<file path="src/pending_request_response_collector_unit_macros.svh">
// Assertion macros shared by the collector RTL.
`ifndef PENDING_REQUEST_RESPONSE_COLLECTOR_UNIT_MACROS_SVH
`define PENDING_REQUEST_RESPONSE_COLLECTOR_UNIT_MACROS_SVH

`ifndef SYNTHESIS

// Check a property on every clock edge outside reset.
`define PRCC_ASSERT(label, clk, rst_n, prop) \
    label: assert property (@(posedge clk) disable iff (!rst_n) (prop)) \
        else $error("collector check failed");

// Check that a condition implies a consequence in the same cycle.
`define PRCC_ASSERT_IMPLY(label, clk, rst_n, cond, cons) \
    label: assert property (@(posedge clk) disable iff (!rst_n) (cond) |-> (cons)) \
        else $error("collector implication failed");

`else

`define PRCC_ASSERT(label, clk, rst_n, prop)
`define PRCC_ASSERT_IMPLY(label, clk, rst_n, cond, cons)

`endif

`endif

</file>
<file path="src/prcc_pkg.sv">
`default_nettype none

package prcc_pkg;

    localparam int ENTRIES = 8;
    localparam int WORDS   = 16;
    localparam int IDX_W   = $clog2(ENTRIES);

    // Configuration register indexes
    localparam logic REG_OWNER_IS_HOME       = 1'b0;
    localparam logic REG_IS_TRANSLATION_UNIT = 1'b1;

    typedef enum logic {
        OP_ALLOC = 1'b0,
        OP_RESP  = 1'b1
    } op_t;

    typedef enum logic [2:0] {
        ST_ALLOCATED  = 3'd0,
        ST_TABLE_FULL = 3'd1,
        ST_PARTIAL    = 3'd2,
        ST_COMPLETED  = 3'd3,
        ST_NO_MATCH   = 3'd4
    } status_t;

    typedef enum logic {
        S_IDLE = 1'b0,
        S_MOD  = 1'b1
    } state_t;

    typedef struct packed {
        op_t         op;
        logic [7:0]  txn_id;
        logic        line_grain;
        logic [15:0] word_mask;
        logic [31:0] stamp_hm;
        logic [31:0] stamp_sp;
    } in_beat_t;

    typedef struct packed {
        status_t     status;
        logic [2:0]  slot;
        logic [31:0] done_hm;
        logic [31:0] done_sp;
        logic        forward_to_device;
        logic [31:0] home_wait_hm;
        logic [31:0] home_wait_sp;
    } out_beat_t;

    // One table entry as held in the entry memory
    typedef struct packed {
        logic [WORDS-1:0] got;
        logic [31:0]      hm;
        logic [31:0]      sp;
    } entry_t;

endpackage

`default_nettype wire

</file>
<file path="src/prcc_ram.sv">
`default_nettype none

module prcc_ram #(
    parameter int WIDTH = 8,
    parameter int DEPTH = 8
) (
    input  wire logic                     clk,
    input  wire logic                     we,
    input  wire logic [$clog2(DEPTH)-1:0] waddr,
    input  wire logic [WIDTH-1:0]         wdata,
    input  wire logic                     re,
    input  wire logic [$clog2(DEPTH)-1:0] raddr,
    output logic      [WIDTH-1:0]         rdata
);

    logic [WIDTH-1:0] mem [DEPTH];

    // Write one word, register one read word
    always_ff @(posedge clk)
    begin
        if (we)
        begin
            mem[waddr] <= wdata;
        end
        if (re)
        begin
            rdata <= mem[raddr];
        end
    end

endmodule

`default_nettype wire

</file>
<file path="src/pending_request_response_collector_unit.sv">
// channel | direction | handshake           | payload
// --------+-----------+---------------------+-------------------------------
// in      | input     | in_valid / in_ready   | in_data (prcc_pkg::in_beat_t)
// out     | output    | out_valid / out_ready | out_data (prcc_pkg::out_beat_t)
// cfg     | input     | cfg_valid / cfg_ready | cfg_index, cfg_data
//
// A beat is accepted in S_IDLE and modified in S_MOD. The accept cycle matches ids
// and picks a free slot against the flop-based id and valid table and issues the
// entry memory read; S_MOD modifies the entry, writes it back and loads the result
// register, and holds while the result register is still full and not taken.
// Reset clears valid bits, age order and wait maxima at once; no clearing pass.
// Configuration writes are taken in any cycle.
`default_nettype none

`include "pending_request_response_collector_unit_macros.svh"

module pending_request_response_collector_unit (
    input  wire logic                clk,
    input  wire logic                rst_n,
    input  wire logic                in_valid,
    output logic                     in_ready,
    input  wire prcc_pkg::in_beat_t  in_data,
    output logic                     out_valid,
    input  wire logic                out_ready,
    output prcc_pkg::out_beat_t      out_data,
    input  wire logic                cfg_valid,
    output logic                     cfg_ready,
    input  wire logic                cfg_index,
    input  wire logic                cfg_data
);

    localparam int N  = prcc_pkg::ENTRIES;
    localparam int IW = prcc_pkg::IDX_W;
    localparam int EW = $bits(prcc_pkg::entry_t);

    prcc_pkg::state_t    state_reg, state_next;
    prcc_pkg::in_beat_t  item_reg;
    logic [IW-1:0]       slot_reg;
    logic                hit_reg;
    logic [N-1:0]        valid_reg, valid_next;
    logic [N-1:0]        older_reg [N];
    logic [N-1:0]        older_next [N];
    logic [7:0]          id_reg [N];
    logic [31:0]         wait_hm_reg, wait_hm_next;
    logic [31:0]         wait_sp_reg, wait_sp_next;
    logic                owner_is_home_reg;
    logic                is_translation_unit_reg;
    logic                out_valid_reg, out_valid_next;
    prcc_pkg::out_beat_t out_reg, out_next;

    logic                in_fire;
    logic                mod_fire;
    logic [N-1:0]        match;
    logic [N-1:0]        oldest;
    logic [IW-1:0]       free_idx;
    logic [IW-1:0]       hit_idx;
    logic [IW-1:0]       look_slot;
    logic                look_hit;
    logic                ram_we;
    logic                id_we;
    prcc_pkg::entry_t    ram_wdata;
    logic [EW-1:0]       ram_rdata;
    prcc_pkg::entry_t    rd_entry;
    logic [prcc_pkg::WORDS-1:0] item_mask;
    logic [prcc_pkg::WORDS-1:0] got_new;
    logic [31:0]         hm_new, sp_new;
    logic                done;

    assign in_ready  = (state_reg == prcc_pkg::S_IDLE);
    assign in_fire   = in_valid && in_ready;
    assign mod_fire  = (state_reg == prcc_pkg::S_MOD) && (!out_valid_reg || out_ready);
    assign cfg_ready = 1'b1;
    assign out_valid = out_valid_reg;
    assign out_data  = out_reg;

    // Match ids of the incoming beat and pick the oldest hit and lowest free slot
    always_comb
    begin
        free_idx = '0;
        hit_idx  = '0;
        for (int i = 0; i < N; i++)
        begin
            match[i] = valid_reg[i] && (id_reg[i] == in_data.txn_id);
        end
        for (int i = 0; i < N; i++)
        begin
            oldest[i] = match[i] && ((older_reg[i] & match) == '0);
            if (oldest[i])
            begin
                hit_idx = hit_idx | IW'(i);
            end
        end
        for (int i = N - 1; i >= 0; i--)
        begin
            if (!valid_reg[i])
            begin
                free_idx = IW'(i);
            end
        end
        if (in_data.op == prcc_pkg::OP_ALLOC)
        begin
            look_slot = free_idx;
            look_hit  = !(&valid_reg);
        end
        else
        begin
            look_slot = hit_idx;
            look_hit  = |match;
        end
    end

    prcc_ram #(
        .WIDTH (EW),
        .DEPTH (N)
    ) u_entry_ram (
        .clk   (clk),
        .we    (ram_we),
        .waddr (slot_reg),
        .wdata (ram_wdata),
        .re    (in_fire),
        .raddr (look_slot),
        .rdata (ram_rdata)
    );

    assign rd_entry  = prcc_pkg::entry_t'(ram_rdata);
    assign item_mask = item_reg.word_mask[prcc_pkg::WORDS-1:0];
    assign got_new   = rd_entry.got | item_mask;
    assign hm_new    = (rd_entry.hm < item_reg.stamp_hm) ? item_reg.stamp_hm : rd_entry.hm;
    assign sp_new    = (rd_entry.sp < item_reg.stamp_sp) ? item_reg.stamp_sp : rd_entry.sp;
    assign done      = item_reg.line_grain || (&got_new);

    // Sequence the beat, modify the entry and build the result
    always_comb
    begin
        state_next     = state_reg;
        valid_next     = valid_reg;
        older_next     = older_reg;
        wait_hm_next   = wait_hm_reg;
        wait_sp_next   = wait_sp_reg;
        out_valid_next = out_valid_reg;
        out_next       = out_reg;
        ram_we         = 1'b0;
        id_we          = 1'b0;
        ram_wdata      = '0;

        if (out_valid_reg && out_ready)
        begin
            out_valid_next = 1'b0;
        end

        unique case (state_reg)
            prcc_pkg::S_IDLE:
            begin
                if (in_fire)
                begin
                    state_next = prcc_pkg::S_MOD;
                end
            end
            prcc_pkg::S_MOD:
            begin
                if (mod_fire)
                begin
                    state_next = prcc_pkg::S_IDLE;
                    out_valid_next = 1'b1;
                    out_next.status = prcc_pkg::ST_NO_MATCH;
                    out_next.slot = 3'(slot_reg);
                    out_next.done_hm = '0;
                    out_next.done_sp = '0;
                    out_next.forward_to_device = 1'b0;
                    if (item_reg.op == prcc_pkg::OP_ALLOC)
                    begin
                        if (hit_reg)
                        begin
                            out_next.status = prcc_pkg::ST_ALLOCATED;
                            ram_we = 1'b1;
                            id_we = 1'b1;
                            ram_wdata.got = ~item_mask;
                            ram_wdata.hm = item_reg.stamp_hm;
                            ram_wdata.sp = item_reg.stamp_sp;
                            valid_next[slot_reg] = 1'b1;
                            for (int j = 0; j < N; j++)
                            begin
                                older_next[j][slot_reg] = 1'b0;
                            end
                            older_next[slot_reg] = valid_reg;
                        end
                        else
                        begin
                            out_next.status = prcc_pkg::ST_TABLE_FULL;
                            out_next.slot = '0;
                        end
                    end
                    else if (hit_reg)
                    begin
                        ram_we = 1'b1;
                        ram_wdata.got = got_new;
                        ram_wdata.hm = hm_new;
                        ram_wdata.sp = sp_new;
                        if (done)
                        begin
                            out_next.status = prcc_pkg::ST_COMPLETED;
                            out_next.done_hm = hm_new;
                            out_next.done_sp = sp_new;
                            out_next.forward_to_device = is_translation_unit_reg;
                            valid_next[slot_reg] = 1'b0;
                            if (owner_is_home_reg)
                            begin
                                if (wait_hm_reg < hm_new)
                                begin
                                    wait_hm_next = hm_new;
                                end
                                if (wait_sp_reg < sp_new)
                                begin
                                    wait_sp_next = sp_new;
                                end
                            end
                        end
                        else
                        begin
                            out_next.status = prcc_pkg::ST_PARTIAL;
                        end
                    end
                    else
                    begin
                        out_next.slot = '0;
                    end
                    out_next.home_wait_hm = wait_hm_next;
                    out_next.home_wait_sp = wait_sp_next;
                end
            end
            default:
            begin
                state_next = prcc_pkg::S_IDLE;
            end
        endcase
    end

    // Advance control state
    always_ff @(posedge clk or negedge rst_n)
    begin
        if (!rst_n)
        begin
            state_reg               <= prcc_pkg::S_IDLE;
            valid_reg               <= '0;
            wait_hm_reg             <= '0;
            wait_sp_reg             <= '0;
            out_valid_reg           <= 1'b0;
            owner_is_home_reg       <= 1'b0;
            is_translation_unit_reg <= 1'b0;
            for (int i = 0; i < N; i++)
            begin
                older_reg[i] <= '0;
            end
        end
        else
        begin
            state_reg     <= state_next;
            valid_reg     <= valid_next;
            wait_hm_reg   <= wait_hm_next;
            wait_sp_reg   <= wait_sp_next;
            out_valid_reg <= out_valid_next;
            older_reg     <= older_next;
            if (cfg_valid && cfg_ready)
            begin
                unique case (cfg_index)
                    prcc_pkg::REG_OWNER_IS_HOME:       owner_is_home_reg       <= cfg_data;
                    prcc_pkg::REG_IS_TRANSLATION_UNIT: is_translation_unit_reg <= cfg_data;
                    default: ;
                endcase
            end
        end
    end

    // Hold the accepted beat, its slot and the result payload
    always_ff @(posedge clk)
    begin
        if (in_fire)
        begin
            item_reg <= in_data;
            slot_reg <= look_slot;
            hit_reg  <= look_hit;
        end
        if (id_we)
        begin
            id_reg[slot_reg] <= item_reg.txn_id;
        end
        out_reg <= out_next;
    end

    `PRCC_ASSERT(a_result_from_modify, clk, rst_n, $rose(out_valid_reg) |-> $past(state_reg == prcc_pkg::S_MOD))
    `PRCC_ASSERT(a_valid_changes_on_modify, clk, rst_n, !$past(mod_fire) |-> $stable(valid_reg))
    `PRCC_ASSERT_IMPLY(a_alloc_slot_free, clk, rst_n, (state_reg == prcc_pkg::S_MOD) && (item_reg.op == prcc_pkg::OP_ALLOC) && hit_reg, !valid_reg[slot_reg])
    `PRCC_ASSERT_IMPLY(a_resp_slot_valid, clk, rst_n, (state_reg == prcc_pkg::S_MOD) && (item_reg.op == prcc_pkg::OP_RESP) && hit_reg, valid_reg[slot_reg])

endmodule

`default_nettype wire
</file>
<file path="config.mk">
export PLATFORM = sky130hd
export DESIGN_NAME = pending_request_response_collector_unit
export DESIGN_NICKNAME = d
export VERILOG_FILES = /design/src/prcc_pkg.sv /design/src/prcc_ram.sv /design/src/pending_request_response_collector_unit.sv
export VERILOG_INCLUDE_DIRS = /design/src /design/src/src
export SDC_FILE = /design/constraint.sdc
export NUM_CORES = 2
export LEC_CHECK = 0
export ABC_AREA = 1
export BUFFER_PORTS_ARGS = -buffer_cell sky130_fd_sc_hd__buf_2
export CAP_MARGIN = 20
export CORE_ASPECT_RATIO = 1.4
export CORE_UTILIZATION = 35
export CTS_CLUSTER_SIZE = 10
export DETAILED_ROUTE_END_ITERATION = 10
export PLACE_DENSITY = 0.56
export SETUP_SLACK_MARGIN = 0.5
export SLEW_MARGIN = 20
export SYNTH_ARGS = -nofsm -noshare
export SYNTH_HDL_FRONTEND = slang
export SYNTH_SLANG_ARGS = --single-unit
</file>
<file path="constraint.sdc">
create_clock -name clk -period 5.5 [get_ports clk]
set_clock_uncertainty 0.05 [all_clocks]
set_input_delay 1.1 -clock clk [delete_from_list [all_inputs] [get_ports clk]]
set_output_delay 1.1 -clock clk [all_outputs]
set_load 0.02 [all_outputs]
</file>
# Word-level counts from Yosys, hierarchy flattened
# Memory sizes are Yosys's and may differ from the RTL's. A register that Yosys moved wholly into a read port is not among the register bits.
# Index checks and enable logic that the tools add are counted.
# totals
regBits	369
mem_bits_rw	704
input_bits	97
output_inout_bits	138
word_cells	177
mem_count	2
# mem_list
memory	words	word_bits	rd	rd_clocked_by_memory_dff	wr	line	text
u_entry_ram.mem	8	80	1	1	1	prcc_ram.sv:16	logic [WIDTH-1:0] mem [DEPTH];
id_reg	8	8	8	0	1	pending_request_response_collector_unit.sv:43	logic [7:0] id_reg [N];
# classes
magnitude_cmp	8
n_eq_ne	9
mux	64
bitwise	24
n_reduce_logical	40
# ops
op	count
80-bit two-way mux	5
32-bit two-way mux	12
8-bit bitwise AND	16
32-bit < comparator	4
64-bit bitwise mux	1
8-bit == test	8
8-bit logical NOT	7
3-bit two-way mux	15
8-bit two-way mux	5
8-bit demux with 3-bit select	1
1-bit logical AND	20
1-bit two-way mux	20
16-bit NOT	1
16-bit OR	1
16-bit AND reduction	1
8-bit NOT	1
8-bit OR	1
4-bit AND reduction	2
8-bit AND reduction	1
8-bit OR reduction	1
6-bit two-way mux	1
2-bit AND reduction	3
4-bit greater-or-equal comparator (second input constant)	1
3-bit by 4-bit < comparator with 1-bit output (second input constant)	1
other kinds (11)	16

# Longest topological paths before layout
# An unclocked memory read counts as a cell.
# logic_depth
depth_word	14
ltp_mapped	31
mapped_depth_nobuf	29

# Modules after synthesis
# From an unflattened synthesis, not the netlist that was laid out.
# unflattened
cells_unflattened	5161
hier_area_um2	51989.9
# modules_own_cells
mod	instances	cells_per_inst	area_each_um2	seq_area_each_um2
prcc_ram	1	2863	30312.8	21620.7
pending_request_response_collector_unit	1	2298	21677.0	12101.6

# Worst setup path before layout
# Ideal clock, no wire load.
# synth_path
kind	input to register
start	input port out_ready
end	register out_reg (netlist bit out_data[0]), enable pin
setup_time_ns	0.552
arrival_time_ns	5.168
required_time_ns	4.898
path_slack_ns	-0.270
stages	3
path_buffers	1
path_cell_list	nor2_1 -> nor2_1 -> clkbuf_1
# synth_between
elab_chain_len	3
# synth_lines
item	line	text
start, declared	pending_request_response_collector_unit.sv:24	input wire logic out_ready,
1-bit logical OR	pending_request_response_collector_unit.sv:71	assign mod_fire = (state_reg == prcc_pkg::S_MOD) && (!out_valid_reg || out_ready);
1-bit logical AND	pending_request_response_collector_unit.sv:71	
2-bit AND reduction (no line)	--	
end signal, assigned	pending_request_response_collector_unit.sv:287	out_reg <= out_next;
end, declared	pending_request_response_collector_unit.sv:49	prcc_pkg::out_beat_t out_reg, out_next;
# No other way between the ends.
# A chain may end at the register's enable or synchronous reset.

# Final worst setup path
# layout_path
start	register item_reg[19] in the netlist's numbering
end	register out_reg (netlist bit out_data[3]), data pin
# layout_between
elab_chain_len	8
# layout_lines
item	line	text
start, declared	pending_request_response_collector_unit.sv:37	prcc_pkg::in_beat_t item_reg;
start signal, assigned	pending_request_response_collector_unit.sv:279	item_reg <= in_data;
32-bit < comparator	pending_request_response_collector_unit.sv:129	assign sp_new = (rd_entry.sp < item_reg.stamp_sp) ? item_reg.stamp_sp : rd_entry.sp;
32-bit two-way mux (*)	pending_request_response_collector_unit.sv:129	
32-bit < comparator	pending_request_response_collector_unit.sv:212	if (wait_sp_reg < sp_new)
32-bit two-way mux (*)	pending_request_response_collector_unit.sv:212	
32-bit two-way mux (*)	pending_request_response_collector_unit.sv:206	if (owner_is_home_reg)
32-bit two-way mux (*)	pending_request_response_collector_unit.sv:199	if (done)
32-bit two-way mux (*)	pending_request_response_collector_unit.sv:193	else if (hit_reg)
32-bit two-way mux (*)	pending_request_response_collector_unit.sv:170	if (item_reg.op == prcc_pkg::OP_ALLOC)
# Every way passes the cells marked *; elsewhere a longest branch is shown, timed or not.

==> results.ini <==
[synthesis]
synthArstFlopShare_pct = 11.53
netlist_instances = 4832
syn_nets = 5051
yosysSeqAreaShare_pct = 64.92
synth.distinct_cells = 46
synth_area_per_cell_sq_um = 10.75
synth-edff-count = 1013
synth_flop_cell = edfxtp_1
syn_area_sq_um = 51940
synth-seq-cells = 1145
synth_warnings = 0

[worst_setup_path]
worst-path-buf-inv = 4
cp-end-kind = register
cp_slowest_cell = or4_1
required_ps = 5940
crit_family = simple AND/OR/NAND/NOR gates
cp_data_arrival_time_ps = 5120
cpPeakStageDelay_ps = 570
crit_chain = inv_1 -> ha_1 -> a21oi_1 -> o21ai_0 -> nand2_1 -> nand3_1 -> a21oi_1 -> buf_4 -> nand2_4 -> buf_4 -> a21oi_1 -> ha_1 -> nand2_1 -> or4_1 -> a21oi_1 -> nor4_4 -> nand2_1 -> buf_4 -> nand2_1 -> and2_1
path_class = reg -> reg
startpoint_type = register
crit_fanout = 18

[drt]
wl_um = 142900
ant_nets = 0
drtPass1Iterations = 5
post-route-drc-count = 0
wl_per_cell_um = 20.16
vias_per_cell = 4.970
vias = 35220
first_iter_violations = 2774

[placed_design]
pre_cts_slack_ps = 347.6
port_buffers = 233
dp.cells = 6879
dpl.hpwl_um = 86890
gp_congestion = 0.8434

[timing]
rsz0062_at_grt = false
fin_hold_ws_ps = 426.3
timing.final.ws_setup_ps = 824.6
tightest_slew_ps = 1109
drv_slew = 0
period_needed_ps = 4675
fmax_mhz = 213.9
finalSetupViolCount = 0
relSlewSlack_pct = 26.04
finalHoldViolCount = 0
fin_crit_sh_pct = 85.01

[floorplan]
core_area_sq_um = 146600
rows = 166
die_w_um = 327.6
die_y_um = 457.8
io_pins = 235
start_util_pct = 35.42
die_area_sq_um = 150000

[power]
leakagePower_nw = 24.82
sw_frac_of_total_pct = 30.48
p_comb_share_pct = 20.8
intPower_mw = 16.85
power_mw = 24.24
p_clk_share_pct = 33.8
ir_worst_vdd_mv = 0.3207
p_sw_mw = 7.389
power_frac_seq_pct = 45.5
power_density_nw_per_um2 = 406.8

[grt]
grt_overflow = 0
grt_pass1_wl_um = 215200
grt.total_usage_pct = 18.94
antenna_found_initial = 3
grt_max_degree = 168
grt_pass1_vias = 34860

[worst_hold_path]
hp-class = reg -> reg

[cts]
insertion_delay_ps = 770
cts_hold_buf = 0
clk_pin_slew_worst_paths_ps = 60
clock_sinks = 1145
cts_buffer_depth = 3
cts_tree = yes
cts_buffers = 136
root_buffer = clkbuf_16
htreeDepth = 4

[run]
maxCapViolations = 0

[finish]
fin_util_pct = 40.64
instances_no_fill = 7086
layout_commonest_cell = nand2_1
area_growth_pct = 14.74
fill_cells = 14060
fin_nets = 5305
drive_above_1_share_pct = 11.18
layout_common_cells = nand2_1 (1171), edfxtp_1 (1013), inv_1 (558), nand3_1 (483), nand3b_1 (322)
largest_register_ffs = 640
regMostFlops = u_entry_ram.mem

[status]
run_status = finished, final reports clean

worst paths after layout:
kind	startpoint	end	slack [ps]	cells after the start
hold reg to reg	wait_hm_reg[0]$_DFFE_PN0P_	wait_hm_reg[0]$_DFFE_PN0P_	430	2
min in group asynchronous	rst_n	wait_hm_reg[1]$_DFFE_PN0P_	440	1
setup / recovery	item_reg[19]$_DFFE_PP_	out_data[3]$_DFFE_PP_	820	20
max in group asynchronous	rst_n	wait_sp_reg[21]$_DFFE_PN0P_	3730	2
hold / removal	wait_hm_reg[0]$_DFFE_PN0P_	wait_hm_reg[0]$_DFFE_PN0P_	430	2
setup reg to reg	item_reg[19]$_DFFE_PP_	out_data[3]$_DFFE_PP_	820	20
kinds of logic (layout without fill, tap and decap cells):
family | Yosys count | count (layout) | share of synthesized area [%]
simple gates | 2339 | 2340 | 21.08
flops | 1145 | 1145 | 64.92
buf+inv | 825 | 1145 | 6.636
compound gates | 380 | 380 | 4.078
fa+ha+maj | 122 | 122 | 2.939
xor+xnor | 20 | 20 | 0.3372
other cells | 1 | 2 | 0.007220
repair_timing:
item                                    4_1_cts  5_1_grt
cloned                                        0        1
setup buffers                                 0        0
pin swaps                                     0        1
endpoints found under the setup margin       55       64
gates resized for setup                       4        3
synth_stat cells (all sizes together), types with 15 or more instances:
cell type | count | share of area (%)
buf | 133 | 1.6
nand2 | 1178 | 8.5
a21oi | 176 | 1.7
nand3b | 322 | 4.7
and2 | 64 | 0.77
ha | 122 | 2.9
edfxtp | 1013 | 59
nor2 | 239 | 1.7
xor2 | 15 | 0.25
nand3 | 483 | 4.7
clkbuf | 111 | 0.80
o22ai | 80 | 0.96
nor4 | 16 | 0.29
inv | 574 | 4.1
dfrtp | 132 | 6.4
o21ai | 85 | 0.82
tightest hold or removal path, stage by stage (launching register included):
cell and delay, ps:
dfrtp_1 330, nand2_1 50, nand2_1 60
per-layer routing:
layer,global-route usage (%),up-vias,share of wire [%]
li1,-,16890,-
met1,23.34,17200,41
met2,33.43,873,51
met3,2.468,256,4.2
met4,7.261,0,3.2
met5,0,-,0
power by group through the flow:
stage	logic (mW)	clock network [mW]	registers, mW
finish	5.03	8.18	11.0
global route	5.67	8.70	11.1
global placement	4.97	0	11.2
floorplan	3.24	0	11.2
CTS	5.09	8.40	11.0
detailed placement	5.07	0	11.2
through the flow:
step | cell area [sq um] | TNS [ps]
detailed placement | 55680 | 0
CTS | 59580 | 0
finish | 59590 | 0
global route | 59590 | 0
floorplan | 51940 | -127920
global placement | 55680 | 0
cell type report:
| type | instances | area (sq um) | share of cell area [%] |
|---|---|---|---|
| Tap cell | 1932 | 2417 | 4.056 |
| Inverter | 581 | 2193 | 3.680 |
| Clock inverter | 19 | 236.5 | 0.3968 |
| Multi-Input combinational cell | 2863 | 14970 | 25.12 |
| Clock buffer | 186 | 3643 | 6.114 |
| Timing Repair Buffer | 359 | 2410 | 4.044 |
| Antenna cell | 1 | 2.502 | 0.004199 |
| Sequential cell | 1145 | 33720 | 56.59 |
Note: power is estimated with default switching activity, not from simulation.
